<file path="config.mk">
export PLATFORM = sky130hd
export DESIGN_NAME = battery_level_estimator_flat
export DESIGN_NICKNAME = d
export VERILOG_FILES = /design/src/rtl/ble_pkg.sv /design/src/rtl/ble_in_if.sv /design/src/rtl/ble_out_if.sv /design/src/rtl/battery_level_estimator.sv /design/src/flat_wrapper.sv
export SDC_FILE = /design/constraint.sdc
export NUM_CORES = 1
export LEC_CHECK = 0
export BUFFER_PORTS_ARGS = -buffer_cell sky130_fd_sc_hd__buf_4
export CORE_UTILIZATION = 45
export DETAILED_ROUTE_END_ITERATION = 16
export RECOVER_POWER = 50
export SLEW_MARGIN = 20
export SYNTH_ARGS = -nofsm -noshare
export SYNTH_HDL_FRONTEND = slang
export SYNTH_SLANG_ARGS = --single-unit
</file>
<file path="constraint.sdc">
create_clock -name clk -period 16.6 [get_ports clk]
set_input_delay 1.66 -clock clk [delete_from_list [all_inputs] [get_ports clk]]
set_output_delay 1.66 -clock clk [all_outputs]
set_load 0.02 [all_outputs]
</file>
<file path="src/rtl/ble_pkg.sv">
`timescale 1ns / 1ps
// ----------------------------------------------------------------------------
// ble_pkg
// Shared widths, codes and the converter threshold table of the battery
// level estimator.
// ----------------------------------------------------------------------------
package ble_pkg;

  localparam int LVL_W      = 5;
  localparam int ADC_W      = 10;
  localparam int TICK_W     = 16;
  localparam int CFG_IDX_W  = 2;
  localparam int CFG_DATA_W = 16;

  typedef enum logic [1:0] {
    ACT_SAMPLE = 2'd0,
    ACT_TICK   = 2'd1,
    ACT_INIT   = 2'd2
  } action_t;

  localparam logic [CFG_IDX_W-1:0] CFG_FAST_CHARGE     = 2'd0;
  localparam logic [CFG_IDX_W-1:0] CFG_NORMAL_INTERVAL = 2'd1;
  localparam logic [CFG_IDX_W-1:0] CFG_FAST_INTERVAL   = 2'd2;

  localparam logic [TICK_W-1:0] NORMAL_INTERVAL_RST = 16'd1800;
  localparam logic [TICK_W-1:0] FAST_INTERVAL_RST   = 16'd600;
  localparam logic [TICK_W-1:0] TICK_MAX            = 16'hFFFF;

  localparam int THRESH_COUNT = 21;

  // Rising converter thresholds, one per level boundary
  localparam logic [ADC_W-1:0] THRESH [THRESH_COUNT] = '{
    10'd345, 10'd351, 10'd356, 10'd362, 10'd367, 10'd373, 10'd378,
    10'd384, 10'd389, 10'd395, 10'd401, 10'd406, 10'd412, 10'd417,
    10'd423, 10'd428, 10'd434, 10'd439, 10'd445, 10'd450, 10'd456
  };

endpackage

</file>
<file path="src/rtl/ble_in_if.sv">
`timescale 1ns / 1ps
// ----------------------------------------------------------------------------
// ble_in_if
// Input channel: valid/ready handshake with one estimator item as payload.
// ----------------------------------------------------------------------------
interface ble_in_if;
  logic                         valid;
  logic                         ready;
  logic [1:0]                   action;
  logic [ble_pkg::ADC_W-1:0]    adc_value;
  logic                         charger_on;
  logic                         charging_active;

  modport source (output valid, action, adc_value, charger_on, charging_active,
                  input ready);
  modport sink   (input valid, action, adc_value, charger_on, charging_active,
                  output ready);
endinterface

</file>
<file path="src/rtl/ble_out_if.sv">
`timescale 1ns / 1ps
// ----------------------------------------------------------------------------
// ble_out_if
// Result channel: valid/ready handshake with one level report as payload.
// ----------------------------------------------------------------------------
interface ble_out_if;
  logic                         valid;
  logic                         ready;
  logic [ble_pkg::LVL_W-1:0]    battery_level;
  logic                         level_changed;
  logic [ble_pkg::LVL_W-1:0]    quick_level;
  logic [ble_pkg::LVL_W-1:0]    smoothed_level;

  modport source (output valid, battery_level, level_changed, quick_level,
                  smoothed_level, input ready);
  modport sink   (input valid, battery_level, level_changed, quick_level,
                  smoothed_level, output ready);
endinterface

</file>
<file path="src/rtl/battery_level_estimator.sv">
`timescale 1ns / 1ps
// ----------------------------------------------------------------------------
// battery_level_estimator
// Displayed battery level from converter readings, with two averaging
// windows and charge stepping.
// ----------------------------------------------------------------------------
// Usage
//   item   : sink channel. Each transaction is a sample, a one-second tick or
//            an init from a converter reading. Every transaction yields
//            exactly one result transaction, in order.
//   result : source channel carrying the displayed level, the level-changed
//            flag, the quick level and the smoothed level after the item.
//   cfg_*  : write port for fast_charge (index 0), normal_interval (1) and
//            fast_interval (2). Write only while no item is in flight.
// Timing
//   Three register stages: quantise and sample window, then sample mean and
//   quick window, then quick mean and displayed level into the result
//   register; one item is accepted per cycle while the result is not stalled.
//   Each window mean is a constant-reciprocal multiply in a stage of its own,
//   which sets the stage split.
// Reset
//   All windows, averages, counters and the pipeline clear; intervals load
//   1800 and 600 ticks, fast_charge clears.
// Stall
//   While a result waits on result.ready the whole pipeline holds and
//   item.ready drops; nothing is lost or repeated.
// ----------------------------------------------------------------------------
module battery_level_estimator #(
  parameter int SAMPLE_DEPTH = 8,
  parameter int QUICK_DEPTH  = 8,
  parameter int FULL_LEVEL   = 20
) (
  input  logic                            clk,
  input  logic                            rst,
  ble_in_if.sink                          item,
  ble_out_if.source                       result,
  input  logic                            cfg_we,
  input  logic [ble_pkg::CFG_IDX_W-1:0]   cfg_index,
  input  logic [ble_pkg::CFG_DATA_W-1:0]  cfg_data
);

  localparam int LW = ble_pkg::LVL_W;
  localparam int TW = ble_pkg::TICK_W;

  // Window sums hold FULL_LEVEL * depth at most
  localparam int SS_W  = $clog2(FULL_LEVEL * SAMPLE_DEPTH + 1);
  localparam int QS_W  = $clog2(FULL_LEVEL * QUICK_DEPTH + 1);
  // Round-up reciprocal: exact floor division for any SS_W-bit sum
  localparam int SS_SH = SS_W + $clog2(SAMPLE_DEPTH);
  localparam int QS_SH = QS_W + $clog2(QUICK_DEPTH);
  localparam int SS_M  = ((1 << SS_SH) + SAMPLE_DEPTH - 1) / SAMPLE_DEPTH;
  localparam int QS_M  = ((1 << QS_SH) + QUICK_DEPTH - 1) / QUICK_DEPTH;
  localparam int SP_W  = SS_W + SS_SH + 1;
  localparam int QP_W  = QS_W + QS_SH + 1;
  localparam int T_EFF = (FULL_LEVEL < ble_pkg::THRESH_COUNT) ? FULL_LEVEL
                                                              : ble_pkg::THRESH_COUNT;
  localparam logic [LW-1:0] FULL = LW'(FULL_LEVEL);

  // Configuration
  logic          fast_charge;
  logic [TW-1:0] normal_interval;
  logic [TW-1:0] fast_interval;

  always_ff @(posedge clk) begin
    if (rst) begin
      fast_charge     <= 1'b0;
      normal_interval <= ble_pkg::NORMAL_INTERVAL_RST;
      fast_interval   <= ble_pkg::FAST_INTERVAL_RST;
    end else if (cfg_we) begin
      case (cfg_index)
        ble_pkg::CFG_FAST_CHARGE:     fast_charge     <= cfg_data[0];
        ble_pkg::CFG_NORMAL_INTERVAL: normal_interval <= cfg_data[TW-1:0];
        ble_pkg::CFG_FAST_INTERVAL:   fast_interval   <= cfg_data[TW-1:0];
        default: ;
      endcase
    end
  end

  // Global advance: the pipeline moves whenever the result register is free
  logic advance;
  logic accept;
  assign advance    = !result.valid || result.ready;
  assign item.ready = advance;
  assign accept     = item.valid && advance;

  // --------------------------------------------------------------------------
  // Stage 1: quantise the reading, push into the sample window
  // --------------------------------------------------------------------------
  logic [ble_pkg::THRESH_COUNT-1:0] above;
  logic [LW-1:0]                    above_cnt;
  logic [LW-1:0]                    q_lv;
  ble_pkg::action_t                 in_act;

  always_comb begin
    for (int i = 0; i < ble_pkg::THRESH_COUNT; i++) begin
      above[i] = (i < FULL_LEVEL) && (item.adc_value >= ble_pkg::THRESH[i]);
    end
    above_cnt = LW'($countones(above));
    // Past every threshold that counts: top level
    q_lv      = (above_cnt == LW'(T_EFF)) ? FULL : above_cnt;
    in_act    = ble_pkg::action_t'(item.action);
  end

  logic [LW-1:0]   sample_window [SAMPLE_DEPTH];
  logic [SS_W-1:0] sample_sum;
  logic [SS_W-1:0] sample_sum_next;

  always_comb begin
    sample_sum_next = sample_sum;
    case (in_act)
      ble_pkg::ACT_SAMPLE: sample_sum_next = sample_sum - SS_W'(sample_window[0])
                                             + SS_W'(q_lv);
      ble_pkg::ACT_INIT:   sample_sum_next = SS_W'(SS_W'(q_lv) * SS_W'(SAMPLE_DEPTH));
      default: ;
    endcase
  end

  always_ff @(posedge clk) begin
    if (rst) begin
      sample_sum <= '0;
      for (int i = 0; i < SAMPLE_DEPTH; i++) sample_window[i] <= '0;
    end else if (accept) begin
      sample_sum <= sample_sum_next;
      if (in_act == ble_pkg::ACT_SAMPLE) begin
        // Advance the window: drop the oldest, append the new level
        for (int i = 0; i < SAMPLE_DEPTH - 1; i++) sample_window[i] <= sample_window[i + 1];
        sample_window[SAMPLE_DEPTH-1] <= q_lv;
      end else if (in_act == ble_pkg::ACT_INIT) begin
        for (int i = 0; i < SAMPLE_DEPTH; i++) sample_window[i] <= q_lv;
      end
    end
  end

  logic             p1_valid;
  logic [1:0]       p1_action;
  logic [LW-1:0]    p1_lv;
  logic             p1_charger;
  logic             p1_charging;
  logic [SS_W-1:0]  p1_sum;

  always_ff @(posedge clk) begin
    if (rst) begin
      p1_valid <= 1'b0;
    end else if (advance) begin
      p1_valid <= item.valid;
    end
  end

  always_ff @(posedge clk) begin
    if (advance) begin
      p1_action   <= item.action;
      p1_lv       <= q_lv;
      p1_charger  <= item.charger_on;
      p1_charging <= item.charging_active;
      p1_sum      <= sample_sum_next;
    end
  end

  // --------------------------------------------------------------------------
  // Stage 2: sample mean, lowest average, quick level, quick window
  // --------------------------------------------------------------------------
  ble_pkg::action_t p1_act;
  logic [SP_W-1:0]  s_prod;
  logic [LW-1:0]    s_avg;
  logic [LW-1:0]    lowest_average;
  logic [LW-1:0]    lowest_next;
  logic [LW-1:0]    quick_average;
  logic [LW-1:0]    quick_next;
  logic [LW-1:0]    quick_window [QUICK_DEPTH];
  logic [QS_W-1:0]  quick_sum;
  logic [QS_W-1:0]  quick_sum_next;
  logic [LW:0]      pair_sum;
  logic             p1_go;

  assign p1_go = p1_valid && advance;

  always_comb begin
    p1_act         = ble_pkg::action_t'(p1_action);
    s_prod         = SP_W'(p1_sum) * SP_W'(SS_M);
    s_avg          = s_prod[SS_SH +: LW];
    lowest_next    = lowest_average;
    quick_next     = quick_average;
    quick_sum_next = quick_sum;
    pair_sum       = '0;
    case (p1_act)
      ble_pkg::ACT_SAMPLE: begin
        lowest_next    = (s_avg < lowest_average) ? s_avg : lowest_average;
        pair_sum       = {1'b0, lowest_next} + {1'b0, s_avg};
        quick_next     = pair_sum[LW:1];
        quick_sum_next = quick_sum - QS_W'(quick_window[0]) + QS_W'(quick_next);
      end
      ble_pkg::ACT_INIT: begin
        lowest_next    = p1_lv;
        quick_next     = p1_lv;
        quick_sum_next = QS_W'(QS_W'(p1_lv) * QS_W'(QUICK_DEPTH));
      end
      default: ;
    endcase
  end

  always_ff @(posedge clk) begin
    if (rst) begin
      lowest_average <= '0;
      quick_average  <= '0;
      quick_sum      <= '0;
      for (int i = 0; i < QUICK_DEPTH; i++) quick_window[i] <= '0;
    end else if (p1_go) begin
      lowest_average <= lowest_next;
      quick_average  <= quick_next;
      quick_sum      <= quick_sum_next;
      if (p1_act == ble_pkg::ACT_SAMPLE) begin
        for (int i = 0; i < QUICK_DEPTH - 1; i++) quick_window[i] <= quick_window[i + 1];
        quick_window[QUICK_DEPTH-1] <= quick_next;
      end else if (p1_act == ble_pkg::ACT_INIT) begin
        for (int i = 0; i < QUICK_DEPTH; i++) quick_window[i] <= p1_lv;
      end
    end
  end

  logic             p2_valid;
  logic [1:0]       p2_action;
  logic [LW-1:0]    p2_lv;
  logic             p2_charger;
  logic             p2_charging;
  logic [LW-1:0]    p2_quick;
  logic [QS_W-1:0]  p2_sum;

  always_ff @(posedge clk) begin
    if (rst) begin
      p2_valid <= 1'b0;
    end else if (advance) begin
      p2_valid <= p1_valid;
    end
  end

  always_ff @(posedge clk) begin
    if (advance) begin
      p2_action   <= p1_action;
      p2_lv       <= p1_lv;
      p2_charger  <= p1_charger;
      p2_charging <= p1_charging;
      p2_quick    <= quick_next;
      p2_sum      <= quick_sum_next;
    end
  end

  // --------------------------------------------------------------------------
  // Stage 3: smoothed level, charge stepping, displayed level
  // --------------------------------------------------------------------------
  ble_pkg::action_t p2_act;
  logic [QP_W-1:0]  q_prod;
  logic [LW-1:0]    q_avg;
  logic [LW-1:0]    smoothed_average;
  logic [LW-1:0]    smoothed_next;
  logic [LW-1:0]    charge_step;
  logic [LW-1:0]    charge_step_next;
  logic [TW-1:0]    charge_ticks;
  logic [TW-1:0]    charge_ticks_next;
  logic [LW-1:0]    shown_level;
  logic [LW-1:0]    shown_next;
  logic             changed_next;
  logic [TW-1:0]    limit;
  logic [LW-1:0]    cap;
  logic             p2_go;

  assign p2_go = p2_valid && advance;

  always_comb begin
    p2_act            = ble_pkg::action_t'(p2_action);
    q_prod            = QP_W'(p2_sum) * QP_W'(QS_M);
    q_avg             = q_prod[QS_SH +: LW];
    limit             = fast_charge ? fast_interval : normal_interval;
    smoothed_next     = smoothed_average;
    charge_step_next  = charge_step;
    charge_ticks_next = charge_ticks;
    shown_next        = shown_level;
    changed_next      = 1'b0;
    cap               = '0;
    case (p2_act)
      ble_pkg::ACT_SAMPLE: begin
        smoothed_next = q_avg;
        if (p2_charger) begin
          // Step up once the interval has strictly elapsed
          if (charge_ticks > limit) begin
            charge_ticks_next = '0;
            charge_step_next  = (charge_step >= FULL) ? FULL : charge_step + LW'(1);
          end
          cap          = (q_avg < charge_step_next) ? q_avg : charge_step_next;
          shown_next   = cap;
          changed_next = (shown_level != cap);
        end else if (q_avg < shown_level) begin
          // Discharging: only fall
          shown_next        = q_avg;
          charge_step_next  = q_avg;
          charge_ticks_next = '0;
        end
      end
      ble_pkg::ACT_TICK: begin
        if (p2_charging) begin
          if (charge_ticks != ble_pkg::TICK_MAX) charge_ticks_next = charge_ticks + TW'(1);
        end else if (charge_ticks != '0) begin
          charge_ticks_next = charge_ticks - TW'(1);
        end
      end
      ble_pkg::ACT_INIT: begin
        smoothed_next     = p2_lv;
        charge_step_next  = p2_lv;
        charge_ticks_next = '0;
        shown_next        = p2_lv;
      end
      default: ;
    endcase
  end

  always_ff @(posedge clk) begin
    if (rst) begin
      smoothed_average <= '0;
      charge_step      <= '0;
      charge_ticks     <= '0;
      shown_level      <= '0;
    end else if (p2_go) begin
      smoothed_average <= smoothed_next;
      charge_step      <= charge_step_next;
      charge_ticks     <= charge_ticks_next;
      shown_level      <= shown_next;
    end
  end

  // Result register: load on advance, hold while the receiver stalls
  always_ff @(posedge clk) begin
    if (rst) begin
      result.valid <= 1'b0;
    end else if (advance) begin
      result.valid <= p2_valid;
    end
  end

  always_ff @(posedge clk) begin
    if (advance) begin
      result.battery_level  <= shown_next;
      result.level_changed  <= changed_next;
      result.quick_level    <= p2_quick;
      result.smoothed_level <= smoothed_next;
    end
  end

endmodule

</file>
<file path="src/flat_wrapper.sv">
// flat-port wrapper written by rule: the top's interface ports become plain ports
module battery_level_estimator_flat 
#(
  parameter int SAMPLE_DEPTH = 8,
  parameter int QUICK_DEPTH  = 8,
  parameter int FULL_LEVEL   = 20
)
  (clk, rst, cfg_we, cfg_index, cfg_data, item_valid, item_action, item_adc_value, item_charger_on, item_charging_active, item_ready, result_valid, result_battery_level, result_level_changed, result_quick_level, result_smoothed_level, result_ready);
  ble_in_if item_i ();
  ble_out_if result_i ();
  input  logic clk;
  input  logic rst;
  input  logic cfg_we;
  input  logic [ble_pkg::CFG_IDX_W-1:0] cfg_index;
  input  logic [ble_pkg::CFG_DATA_W-1:0] cfg_data;
  input wire logic [$bits(item_i.valid)-1:0] item_valid;
  input wire logic [$bits(item_i.action)-1:0] item_action;
  input wire logic [$bits(item_i.adc_value)-1:0] item_adc_value;
  input wire logic [$bits(item_i.charger_on)-1:0] item_charger_on;
  input wire logic [$bits(item_i.charging_active)-1:0] item_charging_active;
  output wire logic [$bits(item_i.ready)-1:0] item_ready;
  output wire logic [$bits(result_i.valid)-1:0] result_valid;
  output wire logic [$bits(result_i.battery_level)-1:0] result_battery_level;
  output wire logic [$bits(result_i.level_changed)-1:0] result_level_changed;
  output wire logic [$bits(result_i.quick_level)-1:0] result_quick_level;
  output wire logic [$bits(result_i.smoothed_level)-1:0] result_smoothed_level;
  input wire logic [$bits(result_i.ready)-1:0] result_ready;
  assign item_i.valid = item_valid;
  assign item_i.action = item_action;
  assign item_i.adc_value = item_adc_value;
  assign item_i.charger_on = item_charger_on;
  assign item_i.charging_active = item_charging_active;
  assign item_ready = item_i.ready;
  assign result_valid = result_i.valid;
  assign result_battery_level = result_i.battery_level;
  assign result_level_changed = result_i.level_changed;
  assign result_quick_level = result_i.quick_level;
  assign result_smoothed_level = result_i.smoothed_level;
  assign result_i.ready = result_ready;
  battery_level_estimator #(.SAMPLE_DEPTH(SAMPLE_DEPTH), .QUICK_DEPTH(QUICK_DEPTH), .FULL_LEVEL(FULL_LEVEL)) u_core (.clk(clk), .rst(rst), .item(item_i), .result(result_i), .cfg_we(cfg_we), .cfg_index(cfg_index), .cfg_data(cfg_data));
endmodule
</file>
==> impl_results.md, run 1 <==
- CTS tree: built
- YS warnings: 0
- Initial antenna violation count: 0
- Vias: 9,324
- Initial core utilization: 0.459
- Register area share after synthesis: 0.462
- DIE AREA: approximately 0.028 mm2
- P_leak: 5.73 nW
- Die Wd: around 170 um
- Final Setup Violations: 0
- Grt met2 use: 0.323
- Clk slew on worst S/H paths: 0.06 ns
- Drt drc: 0
- Clock root cell: clkbuf_16
- H-Tree Depth: 1
- Cts repair resizes: 0
- GRT met1 Usage: 0.272
- Fin. Hold Viols: 0
- Reg2Reg Depth: 19
- Slew HR: -0.957
- Hold Path Sink: u_core.result.quick_level[1]$_DFFE_PN_
- Failing checks: max-capacitance violations, max-slew violations
- Die H: 168 um
- GRT Overall Usage: 0.197
- Status: finished, violations left
- # diodes: 0
- Fin area: 0.0138 mm2
- CTS Hold Bufs: 0
- Drt total wl: 27,300 um
- Min-Delay Path Class: reg2reg
- Syn_nets: approximately 1.4k
- Reg-to-Reg End: u_core.p2_sum[7]$_DFFE_PN_
- Worst Setup Start Kind: primary input
- Clock buffer depth: 3
- Worst-Margin Slew: roughly 2.9 ns
- Drt initial violations: 630
- Max rail drop VDD: about 150 uV
- Post-place instance area: approximately 0.013 mm2
- Pin count of the biggest net entering global routing: 63
- F_max: 122 MHz
- Netlist Area Pre-Place: ~0.012 mm2
- Final antenna-violating net count: 0
- WHS: 0.417 ns
- Syn_area_per_cell: approximately 9.5 um2
- Row cnt: 60
- MaxCap Viol Count: 3
- CP endpoint kind: register
- Pre-antenna DRT Iters: 5
- FF-to-FF setup slack: 10.56 ns
- Crit Reg-Reg Startpoint: u_core.p1_sum[4]$_DFFE_PN_
- Final min period: between 8 and 9 ns
- Vias in the first global route: 8,917
- Fin nets: 1,471
- Num CTS Buffers: 25
- P per Cell Area: 183 mW/mm2
- Most used DFF post-synth: edfxtp_1
- Share of layout cells above drive strength 1: 0.0720
- Cell accounting for the most synthesized area: edfxtp_1
- Synth Register Bits: 222
- Port Buf Inserts: 54
- Setup repair bufs after CTS: 0
- Routed WL per cell: roughly 16 um
- EDFF count, synth: 129
- Grt ovf: 0
- Clock Skew: between 0.015 and 0.02 ns
- Top cell type's share of synthesized area: 0.312
- Worst hold path depth: 0
- Final period utilization: 0.494
- Placer congestion estimate: ~0.83
- Detailed Place HPWL: 19,100 um
- I/O pin count: 55
- Post-Synthesis Cells: 1,302
- Unrepaired setup endpoints after global routing: no
- WS Path Type: in2reg
- Total chip power: 0.00252 W
- First-pass GRT wire length: 45,500 um
- Sink Count: 222
- Core area: 0.0270 mm2
- Setup TNS: 0 ns
- Critical Path RT: 16.84 ns
- Area grow syn2layout: 11.2%
- Final Max Slew Viols: 133
- Synth cell types: 73
- Ys async rst share: 0
- Vias per cell: 5.52
- Hold path start: u_core.p2_quick[1]$_DFFE_PN_
- Crit-path max FO: 15
- Met3 Use GR: 0.0254
- Worst-Skew Late Latency: 0.52 ns
- GRT busiest layer: met2
- CP arrival: 8.44 ns
- Top cells by area, synth: edfxtp_1 (31%), dfxtp_1 (15%), ha_1 (7.9%)
-- worst max-delay path by stage --
stage / startpoint / end / slack [ns] / depth (start not counted)
2_1_floorplan: item_adc_value[3] / u_core.p1_sum[7]$_DFFE_PN_ / 8.38 / 27
3_3_place_gp: item_adc_value[2] / u_core.p1_sum[7]$_DFFE_PN_ / 8.12 / 27
3_5_place_dp: item_adc_value[2] / u_core.p1_sum[7]$_DFFE_PN_ / 7.95 / 27
4_1_cts: item_adc_value[2] / u_core.p1_sum[7]$_DFFE_PN_ / 8.47 / 27
5_1_grt: item_adc_value[2] / u_core.sample_sum[6]$_SDFFE_PP0P_ / 8.09 / 27
6_report: item_adc_value[2] / u_core.p1_sum[7]$_DFFE_PN_ / 8.41 / 27
-- report_power, final --
part | leakage, nW | internal (W) | switching (W)
clock network | 0.405 | 0.000329 | 0.000218
registers | 2.14 | 0.000710 | 0.0000678
logic | 3.18 | 0.000508 | 0.000687
total | 5.73 | 0.00155 | 0.000972
-- sequential cells by signal, summed over array words and instances (netlist names), 16 cells and up, named ones only --
| register | flops |
|---|---|
| u_core.charge_ticks | 16 |
| u_core.fast_interval | 16 |
| u_core.normal_interval | 16 |
| u_core.quick_window | 40 |
| u_core.sample_window | 40 |
-- per-stage QoR --
step / util / worst slack, ns / std cells
final: 0.510 / 8.41 / 1689
after global routing: 0.510 / 8.09 / 1689
after CTS: 0.513 / 8.47 / 1689
after detailed placement: 0.483 / 7.95 / 1644
after global placement: 0.483 / 8.12 / 1644
after floorplan: - / 8.38 / 1302
-- synthesized netlist by cell type (all sizes together), types with 8 or more instances --
| master | number |
|---|---|
| nor2 | 95 |
| a21o | 21 |
| a22oi | 12 |
| nor3 | 14 |
| edfxtp | 129 |
| ha | 78 |
| o211ai | 12 |
| nand3 | 33 |
| dfxtp | 93 |
| or3 | 8 |
| a31oi | 8 |
| a21oi | 119 |
| o21ai | 45 |
| xnor2 | 24 |
| nand4 | 8 |
| nand2 | 245 |
| o21a | 20 |
| clkbuf | 54 |
| fa | 26 |
| mux2i | 29 |
| xor2 | 8 |
| inv | 92 |
| mux2 | 10 |
-- cells in the final DEF, fill, tap and decap left out, drive strengths merged, types with 33 or more instances in the layout --
cell type  Yosys  layout
a21oi        119     119
clkbuf        54      62
dfxtp         93      93
edfxtp       129     129
ha            78      78
inv           92      93
nand2        245     245
nand3         33      33
nor2          95      95
o21ai         45      45
-- final cells by class --
| cell class | count | area [um2] |
|---|---|---|
| Clock inverter | 9 | 75.1 |
| Sequential cell | 222 | 5740 |
| Multi-Input combinational cell | 930 | 6110 |
| Timing Repair Buffer | 58 | 349 |
| Fill cell | 2507 | 13200 |
| Tap cell | 341 | 427 |
| Inverter | 93 | 349 |
| Clock buffer | 36 | 749 |
-- cells by family after synthesis --
logic type / after synthesis / synth area share
AOI/OAI and AO/OA: 308 / 0.161
xor gates and xnor gates: 32 / 0.0226
adders and majority gates: 104 / 0.121
buffers and inverters: 150 / 0.0461
DFF: 222 / 0.462
muxes: 39 / 0.0341
and+or+nand+nor: 447 / 0.153
-- worst max-delay path, stage by stage --
cell	delay [ns]
buf_4	0.16
or3_1	0.39
or3_1	0.32
a41o_1	0.26
ha_1	0.27
inv_1	0.05
fa_1	0.53
inv_1	0.05
fa_1	0.52
inv_1	0.06
fa_1	0.44
fa_1	0.51
inv_1	0.06
fa_1	0.60
inv_1	0.09
fa_1	0.50
inv_1	0.07
ha_1	0.29
a21o_1	0.18
a21oi_1	0.23
o21bai_1	0.11
a21oi_1	0.26
o21bai_1	0.10
a21oi_1	0.18
xnor2_1	0.12
o31ai_1	0.30
a2bb2oi_1	0.12
-- routing by layer --
metal  vias to the layer above  wire [um]
li1                       4646          -
met2                       186      12600
met3                        46       1090
met4                         0        584
met5                         -          0
met1                      4446      13100
Power figures use the tool's default switching activity.
==> run 2: changes to the inputs <==
==> constraint.sdc (replaced) <==
create_clock -name clk -period 8.2 [get_ports clk]
set_input_delay 0.82 -clock clk [delete_from_list [all_inputs] [get_ports clk]]
set_output_delay 0.82 -clock clk [all_outputs]
set_load 0.02 [all_outputs]
==> impl_results.md, run 2 (same netlist as run 1, synthesis figures left out) <==
- Status: finished, violations left
- Failing checks: max-capacitance violations, max-slew violations
- Final period utilization: 0.894
- Setup TNS: 0 ns (unchanged)
- CP startpoint: item_adc_value[2]
- Unrepaired setup endpoints after global routing: no
- Drt drc: 0 (unchanged)
- Pin count of the biggest net entering global routing: 65 (+3.2%)
- Placer congestion estimate: 0.829 (about the same)
- Worst Setup Start Kind: primary input
- Biggest regs: u_core.quick_window (40), u_core.sample_window (40)
- CP arrival: 7.60 ns (-0.84 ns)
- Fin nets: 1,472 (+0.068%)
- Critical Path RT: 8.47 ns (-8.37 ns)
- CTS tree: built
- Finished Core Util: 0.510 (about the same)
- Clock buffer depth: 3 (unchanged)
- GRT busiest layer: met2
- Initial antenna violation count: 0 (unchanged)
- Final antenna-violating net count: 0 (unchanged)
- GRT Overall Usage: 0.198 (+0.00107)
- Setup repair bufs after CTS: 0 (unchanged)
- Pre-antenna DRT Iters: 6 (+1)
- GRT met1 Usage: 0.277 (+0.00460)
- Crit Reg-Reg Startpoint: u_core.p1_sum[4]$_DFFE_PN_
- Die H: 168 um (unchanged)
- WS Path Type: in2reg
- F_max: 136 MHz
- Hold path start: u_core.p2_quick[1]$_DFFE_PN_
- Detailed Place HPWL: 19,000 um (-0.51%)
- Dpl ws: 0.402 ns (-7.55 ns)
- Worst-Margin Slew: 3.03 ns (+0.0939 ns)
- Drt initial violations: 466 (-26%)
- Num CTS Buffers: 25 (unchanged)
- Min-Delay Path Class: reg2reg
- Vias per cell: 5.47 (-0.83%)
- Grt met2 use: 0.325 (+0.00236)
- CTS Hold Bufs: 0 (unchanged)
- Clk slew on worst S/H paths: 0.06 ns (about the same)
- First-pass GRT wire length: 45,700 um (+0.32%)
- Sink Count: 222 (unchanged)
- Slew HR: -1.02 (-0.0626)
- Drt total wl: 27,400 um (+0.27%)
- Area grow syn2layout: 11.1% (about the same)
- Clock root cell: clkbuf_16
- Grt ovf: 0 (unchanged)
- Vias in the first global route: 8,913 (-0.045%)
- Fill count: 2,527 (+0.80%)
- I/O pin count: 55 (unchanged)
- Vias: 9,252 (-0.77%)
- Port Buf Inserts: 54 (unchanged)
- Initial core utilization: 0.459 (unchanged)
- Row cnt: 60 (unchanged)
- Fin area: 0.0138 mm2 (about the same)
- MaxCap Viol Count: 4 (+1)
- CP endpoint kind: register
- # diodes: 0 (unchanged)
- Commonest non-fill, non-tap cells in the layout: nand2_1 (245), edfxtp_1 (129), a21oi_1 (119)
- Final Max Slew Viols: 168 (+26%)
- P_leak: 5.72 nW (about the same)
- Clock Skew: 0.0104 ns (-0.00916 ns)
- Fin. Hold Viols: 0 (unchanged)
- Met3 Use GR: 0.0256 (+0.000235)
- DIE AREA: 0.0282 mm2 (unchanged)
- Final min period: about 7.3 ns
- Routed WL per cell: 16.2 um (+0.22%)
- Cts repair resizes: 0 (unchanged)
- Final Setup Violations: 0 (unchanged)
- H-Tree Depth: 1 (unchanged)
- Crit-path max FO: 15 (unchanged)
- Worst-Skew Late Latency: 0.52 ns (about the same)
- Die Wd: 168 um (unchanged)
- Share of layout cells above drive strength 1: 0.0704 (-0.00154)
- Post-place instance area: 0.0131 mm2 (about the same)
- Core area: 0.0270 mm2 (unchanged)
- Final worst setup slack: 0.866 ns (-7.54 ns)
- Most common cell after layout, fill and taps aside: nand2_1
- P per Cell Area: 372 mW/mm2 (+100%)
- Max rail drop VDD: 299 uV (+99%)
[run 2: cell count changes in the layout (fill, tap and decap cells not counted), sizes merged]
cell      change
clkbuf        +6
buf           -2
clkinv        -1
clkinvlp      -1
inv           -1
[run 2: layout make-up]
| type | instances | area [um2] | area share |
|---|---|---|---|
| repair buffers | 59 | 345 | 0.0251 |
| clock inverters | 6 | 58.8 | 0.00427 |
| clock buffers | 39 | 759 | 0.0551 |
| inverters | 93 | 349 | 0.0253 |
| flip-flops and latches | 222 | 5740 | 0.416 |
| multi-input cells | 930 | 6100 | 0.443 |
| well taps | 341 | 427 | 0.0310 |
[run 2: where the power goes]
part	leakage (nW)	internal (W)	switching, W
clock	0.406	0.000665	0.000443
sequential	2.14	0.00144	0.000138
combinational	3.17	0.00104	0.00140
[run 2: path summary, 6_finish.rpt]
kind	endpoint	slack (ns)	depth (start not counted)
worst max register to register	u_core.p2_sum[7]$_DFFE_PN_	2.23	19
worst min register to register	u_core.result.quick_level[1]$_DFFE_PN_	0.42	0
worst max-delay path	u_core.p1_sum[7]$_DFFE_PN_	0.87	27
worst min-delay path	u_core.result.quick_level[1]$_DFFE_PN_	0.42	0
[run 2: worst max-delay path, cell delays in order]
cell	delay (ns)
buf_4	0.16
or3_1	0.38
or3_1	0.31
a41o_1	0.25
ha_1	0.27
inv_1	0.05
fa_1	0.52
inv_1	0.05
fa_1	0.52
inv_1	0.05
fa_1	0.44
fa_1	0.51
inv_1	0.06
fa_1	0.64
inv_1	0.11
fa_1	0.51
inv_1	0.07
ha_1	0.30
a21o_1	0.18
a21oi_1	0.24
o21bai_1	0.09
a21oi_1	0.23
o21bai_1	0.10
a21oi_1	0.18
xnor2_1	0.13
o31ai_1	0.30
a2bb2oi_1	0.11
[run 2: metrics by stage]
step | cells | power (W) | hold slack [ns]
finish | 1690 | 0.00512 | 0.418
global route | 1690 | 0.00555 | 0.419
CTS | 1690 | 0.00517 | 0.420
detailed placement | 1645 | 0.00405 | 0.405
global placement | 1645 | 0.00397 | 0.402
floorplan | 1302 | 0.00347 | 0.400
[run 2: routing by layer]
layer  wire length [um]  part of all wire
met5                  0                 0
met4                501             0.018
met3               1100             0.040
met2              12600              0.46
met1              13200              0.48
==> run 3: changes to the inputs <==
--- a/config.mk
+++ b/config.mk
@@ -5,6 +5,7 @@
 export SDC_FILE = /design/constraint.sdc
 export NUM_CORES = 1
 export LEC_CHECK = 0
+export ABC_AREA = 1
 export BUFFER_PORTS_ARGS = -buffer_cell sky130_fd_sc_hd__buf_4
 export CORE_UTILIZATION = 45
 export DETAILED_ROUTE_END_ITERATION = 16
==> impl_results.md, run 3 <==
- Status: finished, violations left
- Failing checks: max-capacitance violations, max-slew violations
- Top cells by area, synth: edfxtp_1 (31%), dfxtp_1 (15%), nand2_1 (9.2%)
- MaxCap Viol Count: 4 (unchanged)
- Detailed Place HPWL: 20,100 um (+5.6%)
- CP max stage delay: 0.52 ns (-0.12 ns)
- CTS Hold Bufs: 0 (unchanged)
- P per Cell Area: 370 mW/mm2 (-0.62%)
- Vias per cell: 5.19 (-5.2%)
- Vias in the first global route: 9,494 (+6.5%)
- Post-place instance area: 0.0133 mm2 (+1.6%)
- Setup repair bufs after CTS: 0 (unchanged)
- CP startpoint: item_adc_value[8]
- CP endpoint: u_core.sample_sum[6]$_SDFFE_PP0P_
- Drt drc: 0 (unchanged)
- Num CTS Buffers: 26 (+4.0%)
- Reg-to-Reg End: u_core.quick_sum[6]$_SDFFE_PP0P_
- Most common cell after layout, fill and taps aside: nand2_1
- Initial antenna violation count: 0 (unchanged)
- FF-to-FF setup slack: 3.37 ns (+1.14 ns)
- P_leak: 6.43 nW (+12%)
- Crit-path max FO: 11 (-4)
- Setup TNS: 0 ns (unchanged)
- Register area share after synthesis: 0.457 (-0.00507)
- Initial core utilization: 0.461 (+0.00253)
- Pre-antenna DRT Iters: 5 (-1)
- Clock root cell: clkbuf_16
- WS Path Type: in2reg
- Worst-Skew Late Latency: 0.53 ns (about the same)
- Pin count of the biggest net entering global routing: 62 (-4.6%)
- Max rail drop VDD: 250 uV (-17%)
- Share of layout cells above drive strength 1: 0.0717 (+0.00124)
- Grt ovf: 0 (unchanged)
- Die H: 169 um (+0.55%)
- Ys async rst share: 0 (unchanged)
- Critical Path RT: 8.62 ns (+0.15 ns)
- Count leader, synth: nand2_1
- Reg2Reg Depth: 22 (+3)
- Worst Setup Start Kind: primary input
- Syn_nets: 1,599 (+11%)
- Fin. Hold Viols: 0 (unchanged)
- Sink Count: 222 (unchanged)
- Row cnt: 60 (unchanged)
- Syn_area_per_cell: 8.60 um2 (-9.7%)
- Core area: 0.0272 mm2 (+0.56%)
- YS warnings: 0 (unchanged)
- Final Setup Violations: 0 (unchanged)
- Cts repair resizes: 0 (unchanged)
- Clock Skew: 0.0101 ns (-0.000259 ns)
- Final period utilization: 0.845 (-0.0491)
- Vias: 9,827 (+6.2%)
- CP arrival: 7.35 ns (-0.25 ns)
- Final antenna-violating net count: 0 (unchanged)
- Placer congestion estimate: 0.901 (+8.6%)
- CTS tree: built
- EDFF count, synth: 129 (unchanged)
- Clock buffer depth: 3 (unchanged)
- First-pass GRT wire length: 47,900 um (+4.8%)
- Unrepaired setup endpoints after global routing: no
- Biggest regs: u_core.quick_window (40), u_core.sample_window (40)
- GRT Overall Usage: 0.206 (+0.00737)
- DIE AREA: 0.0285 mm2 (+1.1%)
- CP max stage cell: fa_1
- Worst-Margin Slew: 2.77 ns (-0.261 ns)
- Min-Delay Path Class: reg2reg
- Synth Register Bits: 222 (unchanged)
- Synth cell types: 51 (-30%)
- H-Tree Depth: 1 (unchanged)
- Fin area: 0.0141 mm2 (+2.2%)
- Die Wd: 169 um (+0.55%)
- Clk slew on worst S/H paths: 0.06 ns (about the same)
- Area grow syn2layout: 12.3%
- Top cell type's share of synthesized area: 0.309 (-0.00343)
- Netlist Area Pre-Place: 0.0125 mm2 (+1.1%)
- Post-Synthesis Cells: 1,458 (+12%)
- # diodes: 0 (unchanged)
- Routed WL per cell: 15.0 um (-7.1%)
- Top post-synthesis cells by count: nand2_1 (308), inv_1 (193), edfxtp_1 (129)
- I/O pin count: 55 (unchanged)
- Final min period: 6.93 ns (-0.403 ns)
- Drt initial violations: 613 (+32%)
- F_max: 144 MHz (+5.8%)
- Port Buf Inserts: 54 (unchanged)
- Fin nets: 1,642 (+12%)
- CP endpoint kind: register
- Commonest non-fill, non-tap cells in the layout: nand2_1 (308), inv_1 (193), edfxtp_1 (129)
- Slew HR: -0.845 (+0.174)
- Final Max Slew Viols: 177 (+5.4%)
- Most used DFF post-synth: edfxtp_1
- Cell accounting for the most synthesized area: edfxtp_1
- Crit Reg-Reg Startpoint: u_core.p1_sum[7]$_DFFE_PN_
- Drt total wl: 28,500 um (+4.0%)
==> run 3: changes by cell type in the layout (fill, tap and decap cells not counted), sizes merged, moves of 15 or more <==
cell    before  now
a21o        21    4
o21ai       45   97
inv         92  196
nand3       33  111
o221ai       0   15
nand2      245  318
nor2        95  122
o21a        20    2
xnor2       24    6
==> run 3: metrics by stage <==
step / setup WS (ns) / hold slack, ns / power, W / instances / utilization
2_1_floorplan: 1.44 / 0.400 / 0.00347 / 1458 / -
3_3_place_gp: 0.811 / 0.401 / 0.00396 / 1845 / 0.488
3_5_place_dp: 0.661 / 0.405 / 0.00402 / 1845 / 0.488
4_1_cts: 1.24 / 0.419 / 0.00527 / 1893 / 0.522
5_1_grt: 0.770 / 0.425 / 0.00571 / 1893 / 0.518
6_report: 1.27 / 0.417 / 0.00520 / 1893 / 0.518
==> run 3: kinds of logic after synthesis <==
kind of cell,share of synthesized area
multiplexers,0.0120
flip-flops,0.457
buffers and inverters,0.0742
AND/OR/NAND/NOR,0.198
AO/OA/AOI/OAI,0.128
XOR/XNOR,0.0105
adder cells (fa/ha/maj),0.119
==> run 3: how the worst min path moves through the flow <==
stage / start / end / cells past startpoint
6_report: u_core.p2_quick[4]$_DFFE_PN_ / u_core.result.quick_level[4]$_DFFE_PN_ / 0
5_1_grt: u_core.p2_quick[3]$_DFFE_PN_ / u_core.result.quick_level[3]$_DFFE_PN_ / 0
4_1_cts: u_core.p2_quick[3]$_DFFE_PN_ / u_core.result.quick_level[3]$_DFFE_PN_ / 0
3_5_place_dp: u_core.p2_quick[0]$_DFFE_PN_ / u_core.result.quick_level[0]$_DFFE_PN_ / 0
3_3_place_gp: u_core.p2_quick[2]$_DFFE_PN_ / u_core.result.quick_level[2]$_DFFE_PN_ / 0
2_1_floorplan: u_core.p1_charger$_DFFE_PN_ / u_core.p2_charger$_DFFE_PN_ / 0
==> run 3: layer usage <==
layer  GRT usage  part of all wire  up-vias
li1            -                 -     5010
met1       0.279              0.47     4614
met2       0.348              0.47      165
met3      0.0262             0.037       38
met4      0.0490             0.020        0
met5           0                 0        -
==> run 3: final cells by class <==
| class | count | area [um2] |
|---|---|---|
| Clock buffer | 35 | 716 |
| Clock inverter | 13 | 193 |
| Fill cell | 2581 | 13100 |
| Inverter | 199 | 747 |
| Multi-Input combinational cell | 994 | 5880 |
| Sequential cell | 222 | 5740 |
| Tap cell | 372 | 465 |
| Timing Repair Buffer | 58 | 349 |
==> run 3: power breakdown <==
group,internal [W],switching [W]
Combinational,0.000932,0.00150
Clock,0.000768,0.000457
Sequential,0.00145,0.000102
==> run 3: critical path, delay by kind of cell <==
family / cells / cell delay [ns]
AOI/OAI and AO/OA: 5 / 0.85
xor gates and xnor gates: 1 / 0.35
adders and majority gates: 8 / 3.55
buffers and inverters: 7 / 0.53
and+or+nand+nor: 9 / 1.22
